===== src/design/pdmfe_pkg.sv =====
// ----------------------------------------------------------------------------
// pdmfe_pkg: shared types and constants of the PDM-to-PCM audio front end
// Holds the configuration bundle, the queue entry, register indexes and the
// 16-bit saturation helper used by the back end.
// ----------------------------------------------------------------------------
package pdmfe_pkg;

	// PDM bits carried by one input word
	localparam int WORD_BITS = 16;

	// balance spans -256..256 over the whole decimation range
	localparam int BAL_W = 10;

	// |balance| * full scale stays below 2^23
	localparam int SCALE_MAG_W = 23;

	// entries in the queue between front and back
	localparam int QDEPTH = 2;

	// configuration port
	localparam int CFG_IDX_W  = 2;
	localparam int CFG_DATA_W = 15;

	localparam logic [CFG_IDX_W-1:0] CFG_HPF_ENABLE = 2'd0;
	localparam logic [CFG_IDX_W-1:0] CFG_HPF_COEFF  = 2'd1;
	localparam logic [CFG_IDX_W-1:0] CFG_VOLUME     = 2'd2;
	localparam logic [CFG_IDX_W-1:0] CFG_GAIN_STEP  = 2'd3;

	// register reset values
	localparam logic        RST_HPF_ENABLE = 1'b1;
	localparam logic [14:0] RST_HPF_COEFF  = 15'd32604;
	localparam logic [6:0]  RST_VOLUME     = 7'd50;
	localparam logic [2:0]  RST_GAIN_STEP  = 3'd0;

	// gain exponent ceiling (times 16)
	localparam logic [2:0] GAIN_MAX_STEP = 3'd4;

	// divide by 100: magnitudes below 2^22, exact with this reciprocal
	localparam int          VOL_MAG_W   = 22;
	localparam int          VOL_SHIFT   = 29;
	localparam logic [22:0] VOL_RECIP   = 23'd5368710;

	// 16-bit PCM limits
	localparam logic signed [23:0] PCM_HI = 24'sd32767;
	localparam logic signed [23:0] PCM_LO = -24'sd32768;

	typedef struct packed {
		logic        hpf_enable;
		logic [14:0] hpf_coeff;
		logic [6:0]  volume;
		logic [2:0]  gain_step;
	} cfg_t;

	typedef struct packed {
		logic signed [BAL_W-1:0] balance;
		logic                    frame_last;
	} qent_t;

	typedef struct packed {
		logic               clip;
		logic signed [15:0] value;
	} sat_t;

	// clamp a signed value to 16 bits and flag when it had to
	function automatic sat_t sat16(input logic signed [23:0] v);
		sat_t r;
		if (v > PCM_HI) begin
			r.clip  = 1'b1;
			r.value = 16'sh7FFF;
		end else if (v < PCM_LO) begin
			r.clip  = 1'b1;
			r.value = -16'sh8000;
		end else begin
			r.clip  = 1'b0;
			r.value = v[15:0];
		end
		return r;
	endfunction

endpackage


===== src/design/pdmfe_front.sv =====
// ----------------------------------------------------------------------------
// pdmfe_front: PDM word intake and decimation bookkeeping
// Accepts one PDM word a cycle while the queue is not full, adds its bits to
// the running balance and, when the decimation window closes inside the word,
// pushes the finished balance with its frame flag into the queue.
// ----------------------------------------------------------------------------
module pdmfe_front #(
	parameter int DECIMATION    = 64,
	parameter int FRAME_SAMPLES = 256
) (
	input  logic                 clk,
	input  logic                 arst_n,
	input  logic                 in_valid,
	output logic                 in_ready,
	input  logic [15:0]          pdm_bits,
	input  logic                 restart,
	input  logic                 q_full,
	output logic                 push,
	output pdmfe_pkg::qent_t     push_data
);

	localparam int PH_W   = $clog2(DECIMATION);
	localparam int NEED_W = PH_W + 1;
	localparam int FR_W   = (FRAME_SAMPLES > 1) ? $clog2(FRAME_SAMPLES) : 1;
	localparam int BW     = pdmfe_pkg::BAL_W;

	logic [PH_W-1:0]        phase_q;
	logic signed [BW-1:0]   balance_q;
	logic [FR_W-1:0]        frame_q;

	logic [PH_W-1:0]        ph;
	logic signed [BW-1:0]   bal;
	logic [FR_W-1:0]        fr;
	logic [NEED_W-1:0]      need;
	logic [NEED_W-1:0]      rest;
	logic [NEED_W-1:0]      ph_sum;
	logic                   done;
	logic [4:0]             ones_lo;
	logic [4:0]             ones_all;
	logic [4:0]             ones_hi;
	logic signed [BW-1:0]   bal_out;
	logic signed [BW-1:0]   bal_carry;
	logic signed [BW-1:0]   bal_acc;
	logic [FR_W:0]          fr_inc;
	logic                   last;
	logic                   accept;

	assign in_ready = !q_full;
	assign accept   = in_valid && in_ready;

	// restart clears phase, balance and frame position ahead of this word
	assign ph  = restart ? '0 : phase_q;
	assign bal = restart ? '0 : balance_q;
	assign fr  = restart ? '0 : frame_q;

	// bits still missing from the current sample
	assign need = NEED_W'(DECIMATION) - {1'b0, ph};
	assign done = need <= NEED_W'(pdmfe_pkg::WORD_BITS);
	assign rest = NEED_W'(pdmfe_pkg::WORD_BITS) - need;
	assign ph_sum = {1'b0, ph} + NEED_W'(pdmfe_pkg::WORD_BITS);

	// ones below and above the window boundary
	always_comb begin
		ones_lo  = '0;
		ones_all = '0;
		for (int i = 0; i < pdmfe_pkg::WORD_BITS; i++) begin
			ones_all = ones_all + 5'(pdm_bits[i]);
			if (NEED_W'(i) < need)
				ones_lo = ones_lo + 5'(pdm_bits[i]);
		end
	end
	assign ones_hi = ones_all - ones_lo;

	// ones minus zeros = 2*ones - bits
	assign bal_out   = bal + $signed(BW'({ones_lo, 1'b0})) - $signed(BW'(need));
	assign bal_carry = $signed(BW'({ones_hi, 1'b0})) - $signed(BW'(rest));
	assign bal_acc   = bal + $signed(BW'({ones_all, 1'b0}))
		- $signed(BW'(pdmfe_pkg::WORD_BITS));

	// frame position
	assign fr_inc = {1'b0, fr} + (FR_W+1)'(1);
	assign last   = fr_inc >= (FR_W+1)'(FRAME_SAMPLES);

	assign push                 = accept && done;
	assign push_data.balance    = bal_out;
	assign push_data.frame_last = last;

	// decimation state
	always_ff @(posedge clk or negedge arst_n) begin
		if (!arst_n) begin
			phase_q   <= '0;
			balance_q <= '0;
			frame_q   <= '0;
		end else if (accept) begin
			if (done) begin
				phase_q   <= rest[PH_W-1:0];
				balance_q <= bal_carry;
				frame_q   <= last ? '0 : fr_inc[FR_W-1:0];
			end else begin
				phase_q   <= ph_sum[PH_W-1:0];
				balance_q <= bal_acc;
				frame_q   <= fr;
			end
		end
	end

`ifndef ASSERT_OFF
	// phase never reaches the window length
	a_phase_range: assert property (@(posedge clk) disable iff (!arst_n)
		{1'b0, phase_q} < NEED_W'(DECIMATION))
		else $error("decimation phase out of range");
`endif

endmodule


===== src/design/pdmfe_queue.sv =====
// ----------------------------------------------------------------------------
// pdmfe_queue: short queue between front and back
// Holds finished balances so that intake and sample processing stall apart.
// ----------------------------------------------------------------------------
module pdmfe_queue (
	input  logic                 clk,
	input  logic                 arst_n,
	input  logic                 push,
	input  pdmfe_pkg::qent_t     push_data,
	output logic                 full,
	input  logic                 pop,
	output logic                 head_valid,
	output pdmfe_pkg::qent_t     head_data
);

	localparam int PTR_W = $clog2(pdmfe_pkg::QDEPTH);
	localparam int CNT_W = $clog2(pdmfe_pkg::QDEPTH + 1);

	pdmfe_pkg::qent_t  entry_q [pdmfe_pkg::QDEPTH];
	logic [PTR_W-1:0]  wr_ptr_q;
	logic [PTR_W-1:0]  rd_ptr_q;
	logic [CNT_W-1:0]  count_q;
	logic              do_push;
	logic              do_pop;

	assign full       = count_q == CNT_W'(pdmfe_pkg::QDEPTH);
	assign head_valid = count_q != '0;
	assign head_data  = entry_q[rd_ptr_q];
	assign do_push    = push && !full;
	assign do_pop     = pop && head_valid;

	// storage
	always_ff @(posedge clk) begin
		if (do_push)
			entry_q[wr_ptr_q] <= push_data;
	end

	// pointers and fill level
	always_ff @(posedge clk or negedge arst_n) begin
		if (!arst_n) begin
			wr_ptr_q <= '0;
			rd_ptr_q <= '0;
			count_q  <= '0;
		end else begin
			if (do_push)
				wr_ptr_q <= (wr_ptr_q == PTR_W'(pdmfe_pkg::QDEPTH - 1)) ? '0 : wr_ptr_q + 1'b1;
			if (do_pop)
				rd_ptr_q <= (rd_ptr_q == PTR_W'(pdmfe_pkg::QDEPTH - 1)) ? '0 : rd_ptr_q + 1'b1;
			if (do_push && !do_pop)
				count_q <= count_q + 1'b1;
			else if (do_pop && !do_push)
				count_q <= count_q - 1'b1;
		end
	end

`ifndef ASSERT_OFF
	// the front never offers a beat the queue cannot hold
	a_no_overflow: assert property (@(posedge clk) disable iff (!arst_n)
		push |-> !full)
		else $error("push into full queue");

	// fill level stays within depth
	a_count_range: assert property (@(posedge clk) disable iff (!arst_n)
		count_q <= CNT_W'(pdmfe_pkg::QDEPTH))
		else $error("queue count out of range");
`endif

endmodule


===== src/design/pdmfe_back.sv =====
// ----------------------------------------------------------------------------
// pdmfe_back: sample processing pipeline
// Scales a balance to PCM, runs the DC-blocking high-pass, volume and gain,
// and holds the result in an output register. The whole pipeline advances
// together whenever the output register is free or being drained.
// ----------------------------------------------------------------------------
module pdmfe_back #(
	parameter int DECIMATION     = 64,
	parameter int PCM_FULL_SCALE = 32767
) (
	input  logic                 clk,
	input  logic                 arst_n,
	input  pdmfe_pkg::cfg_t      cfg,
	input  logic                 head_valid,
	input  pdmfe_pkg::qent_t     head_data,
	output logic                 pop,
	output logic                 out_valid,
	input  logic                 out_ready,
	output logic signed [15:0]   pcm_sample,
	output logic                 clipped,
	output logic                 frame_last
);

	localparam int MAG_W   = pdmfe_pkg::SCALE_MAG_W;
	localparam int SHIFT   = MAG_W + $clog2(DECIMATION);
	localparam int RECIP_W = 25;
	localparam longint unsigned RECIP_FULL =
		((64'd1 << SHIFT) + 64'(DECIMATION) - 64'd1) / 64'(DECIMATION);
	localparam logic [RECIP_W-1:0] RECIP = RECIP_FULL[RECIP_W-1:0];
	localparam logic [14:0]        FULL_SCALE = 15'(PCM_FULL_SCALE);
	localparam int VW = pdmfe_pkg::VOL_MAG_W;

	logic advance;

	// stage 1: |balance| * full scale
	logic               valid_s1;
	logic [MAG_W-1:0]   mag_s1;
	logic               neg_s1;
	logic               last_s1;
	logic signed [pdmfe_pkg::BAL_W-1:0] bal_abs;
	logic [23:0]        mag_full;

	// stage 2: divide by decimation
	logic               valid_s2;
	logic signed [15:0] x_s2;
	logic               last_s2;
	logic [MAG_W+RECIP_W-1:0] div_prod;
	logic [15:0]        div_q;

	// stage 3: high-pass
	logic               valid_s3;
	logic signed [15:0] x_s3;
	logic               clip_s3;
	logic               last_s3;
	logic signed [15:0] xp_q;
	logic signed [15:0] yp_q;
	logic signed [17:0] hp_sum;
	logic signed [33:0] hp_prod;
	logic signed [33:0] hp_shift;
	pdmfe_pkg::sat_t    hp_sat;

	// stage 4: times volume
	logic               valid_s4;
	logic [VW-1:0]      vmag_s4;
	logic               vneg_s4;
	logic               clip_s4;
	logic               last_s4;
	logic signed [23:0] vol_prod;
	logic signed [23:0] vol_abs;

	// stage 5: divide by 100
	logic               valid_s5;
	logic signed [15:0] x_s5;
	logic               clip_s5;
	logic               last_s5;
	logic [VW+22:0]     vdiv_prod;
	logic [15:0]        vdiv_q;
	logic signed [23:0] vdiv_s;
	pdmfe_pkg::sat_t    vol_sat;

	// output: gain
	logic               out_valid_q;
	logic signed [15:0] sample_q;
	logic               clip_q;
	logic               last_q;
	logic [2:0]         gain;
	logic signed [23:0] gain_val;
	pdmfe_pkg::sat_t    gain_sat;

	assign advance = !out_valid_q || out_ready;
	assign pop     = advance && head_valid;

	// stage 1 math
	assign bal_abs  = head_data.balance[pdmfe_pkg::BAL_W-1] ?
		-head_data.balance : head_data.balance;
	assign mag_full = bal_abs[8:0] * FULL_SCALE;

	// stage 2 math: exact reciprocal divide
	assign div_prod = mag_s1 * RECIP;
	assign div_q    = 16'(div_prod >> SHIFT);

	// stage 3 math: y = trunc((x - xp + yp) * coeff / 32768)
	assign hp_sum   = 18'(x_s2) - 18'(xp_q) + 18'(yp_q);
	assign hp_prod  = 34'(hp_sum) * $signed({19'd0, cfg.hpf_coeff});
	assign hp_shift = hp_prod[33] ? ((hp_prod + 34'sd32767) >>> 15) : (hp_prod >>> 15);
	assign hp_sat   = pdmfe_pkg::sat16(hp_shift[23:0]);

	// stage 4 math
	assign vol_prod = 24'(x_s3) * $signed({17'd0, cfg.volume});
	assign vol_abs  = vol_prod[23] ? -vol_prod : vol_prod;

	// stage 5 math
	assign vdiv_prod = vmag_s4 * pdmfe_pkg::VOL_RECIP;
	assign vdiv_q    = 16'(vdiv_prod >> pdmfe_pkg::VOL_SHIFT);
	assign vdiv_s    = vneg_s4 ? -$signed({8'd0, vdiv_q}) : $signed({8'd0, vdiv_q});
	assign vol_sat   = pdmfe_pkg::sat16(vdiv_s);

	// gain math
	assign gain     = (cfg.gain_step > pdmfe_pkg::GAIN_MAX_STEP) ?
		pdmfe_pkg::GAIN_MAX_STEP : cfg.gain_step;
	assign gain_val = 24'(x_s5) <<< gain;
	assign gain_sat = pdmfe_pkg::sat16(gain_val);

	// stage valid bits and output handshake
	always_ff @(posedge clk or negedge arst_n) begin
		if (!arst_n) begin
			valid_s1    <= 1'b0;
			valid_s2    <= 1'b0;
			valid_s3    <= 1'b0;
			valid_s4    <= 1'b0;
			valid_s5    <= 1'b0;
			out_valid_q <= 1'b0;
		end else if (advance) begin
			valid_s1    <= head_valid;
			valid_s2    <= valid_s1;
			valid_s3    <= valid_s2;
			valid_s4    <= valid_s3;
			valid_s5    <= valid_s4;
			out_valid_q <= valid_s5;
		end
	end

	// high-pass history
	always_ff @(posedge clk or negedge arst_n) begin
		if (!arst_n) begin
			xp_q <= '0;
			yp_q <= '0;
		end else if (advance && valid_s2 && cfg.hpf_enable) begin
			xp_q <= x_s2;
			yp_q <= hp_sat.value;
		end
	end

	// datapath registers
	always_ff @(posedge clk) begin
		if (advance) begin
			mag_s1  <= mag_full[MAG_W-1:0];
			neg_s1  <= head_data.balance[pdmfe_pkg::BAL_W-1];
			last_s1 <= head_data.frame_last;

			x_s2    <= neg_s1 ? -$signed(div_q) : $signed(div_q);
			last_s2 <= last_s1;

			if (cfg.hpf_enable) begin
				x_s3    <= hp_sat.value;
				clip_s3 <= hp_sat.clip;
			end else begin
				x_s3    <= x_s2;
				clip_s3 <= 1'b0;
			end
			last_s3 <= last_s2;

			vmag_s4 <= vol_abs[VW-1:0];
			vneg_s4 <= vol_prod[23];
			clip_s4 <= clip_s3;
			last_s4 <= last_s3;

			x_s5    <= vol_sat.value;
			clip_s5 <= clip_s4 | vol_sat.clip;
			last_s5 <= last_s4;

			sample_q <= gain_sat.value;
			clip_q   <= clip_s5 | gain_sat.clip;
			last_q   <= last_s5;
		end
	end

	assign out_valid  = out_valid_q;
	assign pcm_sample = sample_q;
	assign clipped    = clip_q;
	assign frame_last = last_q;

`ifndef ASSERT_OFF
	// a result appears only from a filled last stage
	a_out_from_s5: assert property (@(posedge clk) disable iff (!arst_n)
		$rose(out_valid_q) |-> $past(valid_s5))
		else $error("output loaded without a sample");

	// bypassed filter keeps its history
	a_hpf_hold: assert property (@(posedge clk) disable iff (!arst_n)
		!cfg.hpf_enable |=> $stable(xp_q) && $stable(yp_q))
		else $error("filter history moved while bypassed");

	// a stalled output stalls the whole pipeline
	a_stall_hold: assert property (@(posedge clk) disable iff (!arst_n)
		(out_valid_q && !out_ready) |-> !pop)
		else $error("queue popped while output stalled");
`endif

endmodule


===== src/design/pdm_to_pcm_audio_frontend.sv =====
// ----------------------------------------------------------------------------
// pdm_to_pcm_audio_frontend: PDM decimator with DC-blocking high-pass
// Turns PDM words into 16-bit PCM samples, then applies high-pass, volume and
// power-of-two gain, flagging clipping and the end of each frame.
// ----------------------------------------------------------------------------
// Usage:
//   Input channel (in_valid/in_ready): one beat is a 16-bit PDM word, bit 0
//   oldest, plus restart, which realigns decimation and frame position
//   before that word. Every DECIMATION bits produce one sample.
//   Output channel (out_valid/out_ready): one beat per finished sample with
//   pcm_sample, clipped and frame_last.
//   Config channel (cfg_valid/cfg_ready): cfg_index selects hpf_enable,
//   hpf_coeff, volume or gain_step; cfg_ready is always high. Write only
//   while no sample is in flight.
//   Throughput: one PDM word per cycle; the back-end pipeline finishes one
//   sample per cycle, so intake only stalls when the receiver does.
//   Path: a sample completed by an accepted word is written to the queue, then
//   passes five pipeline stages and the output register before it is presented.
//   Stalls: a held output freezes the pipeline; the two-entry queue then
//   fills and in_ready drops.
//   Reset: clears decimation, frame and filter state and loads the register
//   defaults (filter on, coeff 32604, volume 50, gain 0).
// ----------------------------------------------------------------------------
module pdm_to_pcm_audio_frontend #(
	parameter int DECIMATION     = 64,
	parameter int FRAME_SAMPLES  = 256,
	parameter int PCM_FULL_SCALE = 32767
) (
	input  logic                                clk,
	input  logic                                arst_n,
	input  logic                                in_valid,
	output logic                                in_ready,
	input  logic [15:0]                         pdm_bits,
	input  logic                                restart,
	output logic                                out_valid,
	input  logic                                out_ready,
	output logic signed [15:0]                  pcm_sample,
	output logic                                clipped,
	output logic                                frame_last,
	input  logic                                cfg_valid,
	output logic                                cfg_ready,
	input  logic [pdmfe_pkg::CFG_IDX_W-1:0]     cfg_index,
	input  logic [pdmfe_pkg::CFG_DATA_W-1:0]    cfg_data
);

	pdmfe_pkg::cfg_t   cfg_q;
	pdmfe_pkg::qent_t  push_data;
	pdmfe_pkg::qent_t  head_data;
	logic              push;
	logic              q_full;
	logic              pop;
	logic              head_valid;

	assign cfg_ready = 1'b1;

	// configuration registers
	always_ff @(posedge clk or negedge arst_n) begin
		if (!arst_n) begin
			cfg_q.hpf_enable <= pdmfe_pkg::RST_HPF_ENABLE;
			cfg_q.hpf_coeff  <= pdmfe_pkg::RST_HPF_COEFF;
			cfg_q.volume     <= pdmfe_pkg::RST_VOLUME;
			cfg_q.gain_step  <= pdmfe_pkg::RST_GAIN_STEP;
		end else if (cfg_valid && cfg_ready) begin
			unique case (cfg_index)
				pdmfe_pkg::CFG_HPF_ENABLE: cfg_q.hpf_enable <= cfg_data[0];
				pdmfe_pkg::CFG_HPF_COEFF:  cfg_q.hpf_coeff  <= cfg_data[14:0];
				pdmfe_pkg::CFG_VOLUME:     cfg_q.volume     <= cfg_data[6:0];
				pdmfe_pkg::CFG_GAIN_STEP:  cfg_q.gain_step  <= cfg_data[2:0];
				default: begin
				end
			endcase
		end
	end

	pdmfe_front #(
		.DECIMATION    (DECIMATION),
		.FRAME_SAMPLES (FRAME_SAMPLES)
	) u_front (
		.clk       (clk),
		.arst_n    (arst_n),
		.in_valid  (in_valid),
		.in_ready  (in_ready),
		.pdm_bits  (pdm_bits),
		.restart   (restart),
		.q_full    (q_full),
		.push      (push),
		.push_data (push_data)
	);

	pdmfe_queue u_queue (
		.clk        (clk),
		.arst_n     (arst_n),
		.push       (push),
		.push_data  (push_data),
		.full       (q_full),
		.pop        (pop),
		.head_valid (head_valid),
		.head_data  (head_data)
	);

	pdmfe_back #(
		.DECIMATION     (DECIMATION),
		.PCM_FULL_SCALE (PCM_FULL_SCALE)
	) u_back (
		.clk        (clk),
		.arst_n     (arst_n),
		.cfg        (cfg_q),
		.head_valid (head_valid),
		.head_data  (head_data),
		.pop        (pop),
		.out_valid  (out_valid),
		.out_ready  (out_ready),
		.pcm_sample (pcm_sample),
		.clipped    (clipped),
		.frame_last (frame_last)
	);

endmodule

===== config.mk =====
export PLATFORM = sky130hd
export DESIGN_NAME = pdm_to_pcm_audio_frontend
export DESIGN_NICKNAME = d
export VERILOG_FILES = /design/src/design/pdmfe_pkg.sv /design/src/design/pdmfe_front.sv /design/src/design/pdmfe_queue.sv /design/src/design/pdmfe_back.sv /design/src/design/pdm_to_pcm_audio_frontend.sv
export SDC_FILE = /design/constraint.sdc
export NUM_CORES = 2
export LEC_CHECK = 0
export BUFFER_PORTS_ARGS = -buffer_cell sky130_fd_sc_hd__buf_2
export CAP_MARGIN = 20
export CORE_ASPECT_RATIO = 0.75
export CORE_MARGIN = 3
export CORE_UTILIZATION = 49
export CTS_BUF_LIST = sky130_fd_sc_hd__clkbuf_2 sky130_fd_sc_hd__clkbuf_4 sky130_fd_sc_hd__clkbuf_8
export DETAILED_ROUTE_END_ITERATION = 8
export HOLD_SLACK_MARGIN = 0.1
export SYNTH_ARGS = -nofsm -noshare
export SYNTH_HDL_FRONTEND = slang
export SYNTH_SLANG_ARGS = --single-unit

===== constraint.sdc =====
create_clock -name clk -period 19.62 [get_ports clk]
set_input_delay 3.924 -clock clk [delete_from_list [all_inputs] [get_ports clk]]
set_output_delay 3.924 -clock clk [all_outputs]
set_load 0.01 [all_outputs]

==> metrics.txt <==
outcome=finished clean; Synth area leader=fa_1; Final min period=18.18 ns; post-route cell area=42,800 um^2; Post-synth EDFFs=136; via/cell ratio=5.34; Cells on Worst Hold Path=0; clock root cell=clkbuf_8; Post-Synth Simple-Gate Area=11.7%; Worst path slowest cell=nor2b_1; I/O Buffers=58; crit path capture type=register; synthesized area per cell=9.64 um^2; synthesized cell area=40,400 um^2; HP Class=register to register; Setup WS post-layout=1.44 ns; family with the most delay on the worst path=adder cells; async set-or-reset flop fraction in the synthesized netlist=40.4%; DRC viols=0; xor and xnor fraction of the mapped netlist area=5.03%; endpoints failing hold=0; initial detailed-routing violation count=1,762; synthesized flop and latch total=228; r2r worst-path depth=62; number of global-route vias before repair=28,800; Worst-Skew Late Latency=0.64 ns; Die H=255 um; Initial Utilization=49.8%; CTS tree=done; Slew HR=24.5%; WP data required=20.09 ns; Compound-Gate Fraction of Synth Area=9.62%; Post-DP Area=41,800 um^2; CTS clk-pin slew, worst paths=0.06 ns; largest cells by area after synthesis=fa_1 (30%), ha_1 (15%), edfxtp_1 (10%); CP dominant cell by count=ha_1; die width=338 um; max_cap viols=0; sequential area share after synthesis=15.8%; Final #Nets=5,325; worst slew pin tran=1.13 ns; final wirelength=92.8 mm; routed len/inst=17.6 um; std cell rows=90; # fillers=7,475; Layout Area Growth over Synthesis=6.02%; Largest stage delay, worst path=0.68 ns; DP Wirelength=76.4 mm; Crit Path Max Fanout=31; Final setup viols=0; global placer's final weighted congestion=0.883; fin util=52.8%; Adder-Cell Fraction of Synth Area=44.9%; max-slew violations=0; DP Worst Slack=0.976 ns; Multi-input gate area=30,300 um^2; Antenna Nets Post-Route=0; main flop type after synthesis=edfxtp_1; first-pass GRT wire length=155 mm; total number of yosys warnings=0; fmax=55.0 MHz; post_cts resized=0; IO Count=60; post-CTS setup buffer count=0; initial antenna violation count=1; clk sinks=228; core area=81,100 um^2; Unique masters post-synth=96; Yosys top cell area share=29.5%; largest family of logic cells by synthesized area=adder cells; critical path class=input pin to register; CTS max path bufs=3; syn nets=5,322; Clock Skew=0.0440 ns; cell count along the critical path=63; CP Buf/Inv Count=3; multiplexer share of the synthesized area=3.68%; CTS Buf Count=42; layout cell share with drive strength beyond 1=7.02%; H-tree depth=2; hold buffers post-CTS=0; GRT Overall Usage=22.6%; DIE AREA=86,000 um^2; FF/Latch Area=6400 um^2; startpoint class of the critical path=input pin; pin count of the biggest net entering global routing=71; Final Cycle Share=92.7%; DRT Pass-1 Iters=5; GRT overflow=0; setup_tns=0 ns; CP arrival=18.65 ns; Vias=28,200; RSZ-0062 raised after global routing=false; Mapped Cells=4,192
[Yosys cell counts, types with 15 or more instances]
cell type / n
a211oi_1: 19
fa_1: 596
nor2b_1: 24
o21ai_0: 128
nand3_1: 43
dfstp_2: 15
clkbuf_1: 118
xor2_1: 65
edfxtp_1: 136
o21bai_1: 33
a21boi_0: 22
nand2b_1: 34
nor3_1: 43
xnor2_1: 151
nand2_1: 335
dfrtp_1: 77
nor2_1: 111
o21a_1: 22
o31ai_1: 20
o22a_1: 27
or3_1: 19
inv_1: 853
nand4_1: 20
a21oi_1: 150
ha_1: 495
and3_1: 29
and2_1: 206
a31oi_1: 15
a21o_1: 68
mux2i_1: 56
mux2_2: 69
[through the flow]
step	std cells	hold WS, ns
2_1_floorplan	4192	0.400
3_3_place_gp	5209	0.424
3_5_place_dp	5209	0.405
4_1_cts	5286	0.420
5_1_grt	5286	0.442
6_report	5287	0.419
[cells by family after synthesis]
family	Yosys count
multiplexers	132
adder cells (fa/ha/maj)	1093
AO/OA/AOI/OAI	595
buffers and inverters	988
flip-flops	228
AND/OR/NAND/NOR	932
XOR/XNOR	223
other	1
[metal layers]
metal	track usage [%]	share of wire [%]	up-vias
met5	0	0	-
met4	2.96	0.96	0
met3	3.87	6.1	66
met2	31.9	40	625
met1	36.7	53	13900
li1	-	-	13600
[state kept, by name, indices dropped and copies added, names as in the netlist, 16 cells and up]
name,cells
u_back.x_s2,16
u_back.pcm_sample,16
u_back.vmag_s4,22
u_back.x_s5,16
u_queue.entry_q,22
u_back.xp_q,16
u_back.mag_s1,16
cfg_q,26
u_back.x_s3,16
u_back.yp_q,16
[path summary, 6_finish.rpt]
| check | from | end | slack [ns] |
|---|---|---|---|
| hold / removal | u_back.clip_s3 | u_back.clip_s4 | 0.42 |
| max in group asynchronous | arst_n | cfg_q[15] | 15.10 |
| setup reg to reg | u_front.phase_q[0] | u_front.balance_q[6] | 4.50 |
| setup / recovery | restart | u_front.balance_q[6] | 1.44 |
| hold reg to reg | u_back.clip_s3 | u_back.clip_s4 | 0.42 |
| min in group asynchronous | arst_n | u_back.out_valid | 3.20 |
[layout by cell type (no fill, tap or decap), types with 19 or more instances in the layout]
cell type    n
inv_1      853
fa_1       596
ha_1       495
nand2_1    335
and2_1     206
a21oi_1    148
xnor2_1    144
edfxtp_1   136
o21ai_0    127
nor2_1     111
dfrtp_1     77
mux2_2      69
a21o_1      68
xor2_1      65
buf_2       57
mux2i_1     56
clkbuf_8    49
nor3_1      43
nand3_1     43
nand2b_1    33
o21bai_1    33
buf_4       33
and3_1      29
o22a_1      27
nor2b_1     24
o21a_1      22
a21boi_0    21
nand4_1     20
o31ai_1     20
or3_1       19
a211oi_1    19
[final cells by class]
class | instances | share of cell area [%]
multi-input combinational | 2976 | 70.8
sequential | 228 | 14.9
inverter | 857 | 7.51
tap | 1058 | 3.09
clock buffer | 56 | 1.70
timing repair buffer | 90 | 1.24
clock inverter | 21 | 0.686
antenna | 1 | 0.00584
Power is not shown: default switching activity piles up to over one toggle a cycle in this logic, so the estimate is an artifact.
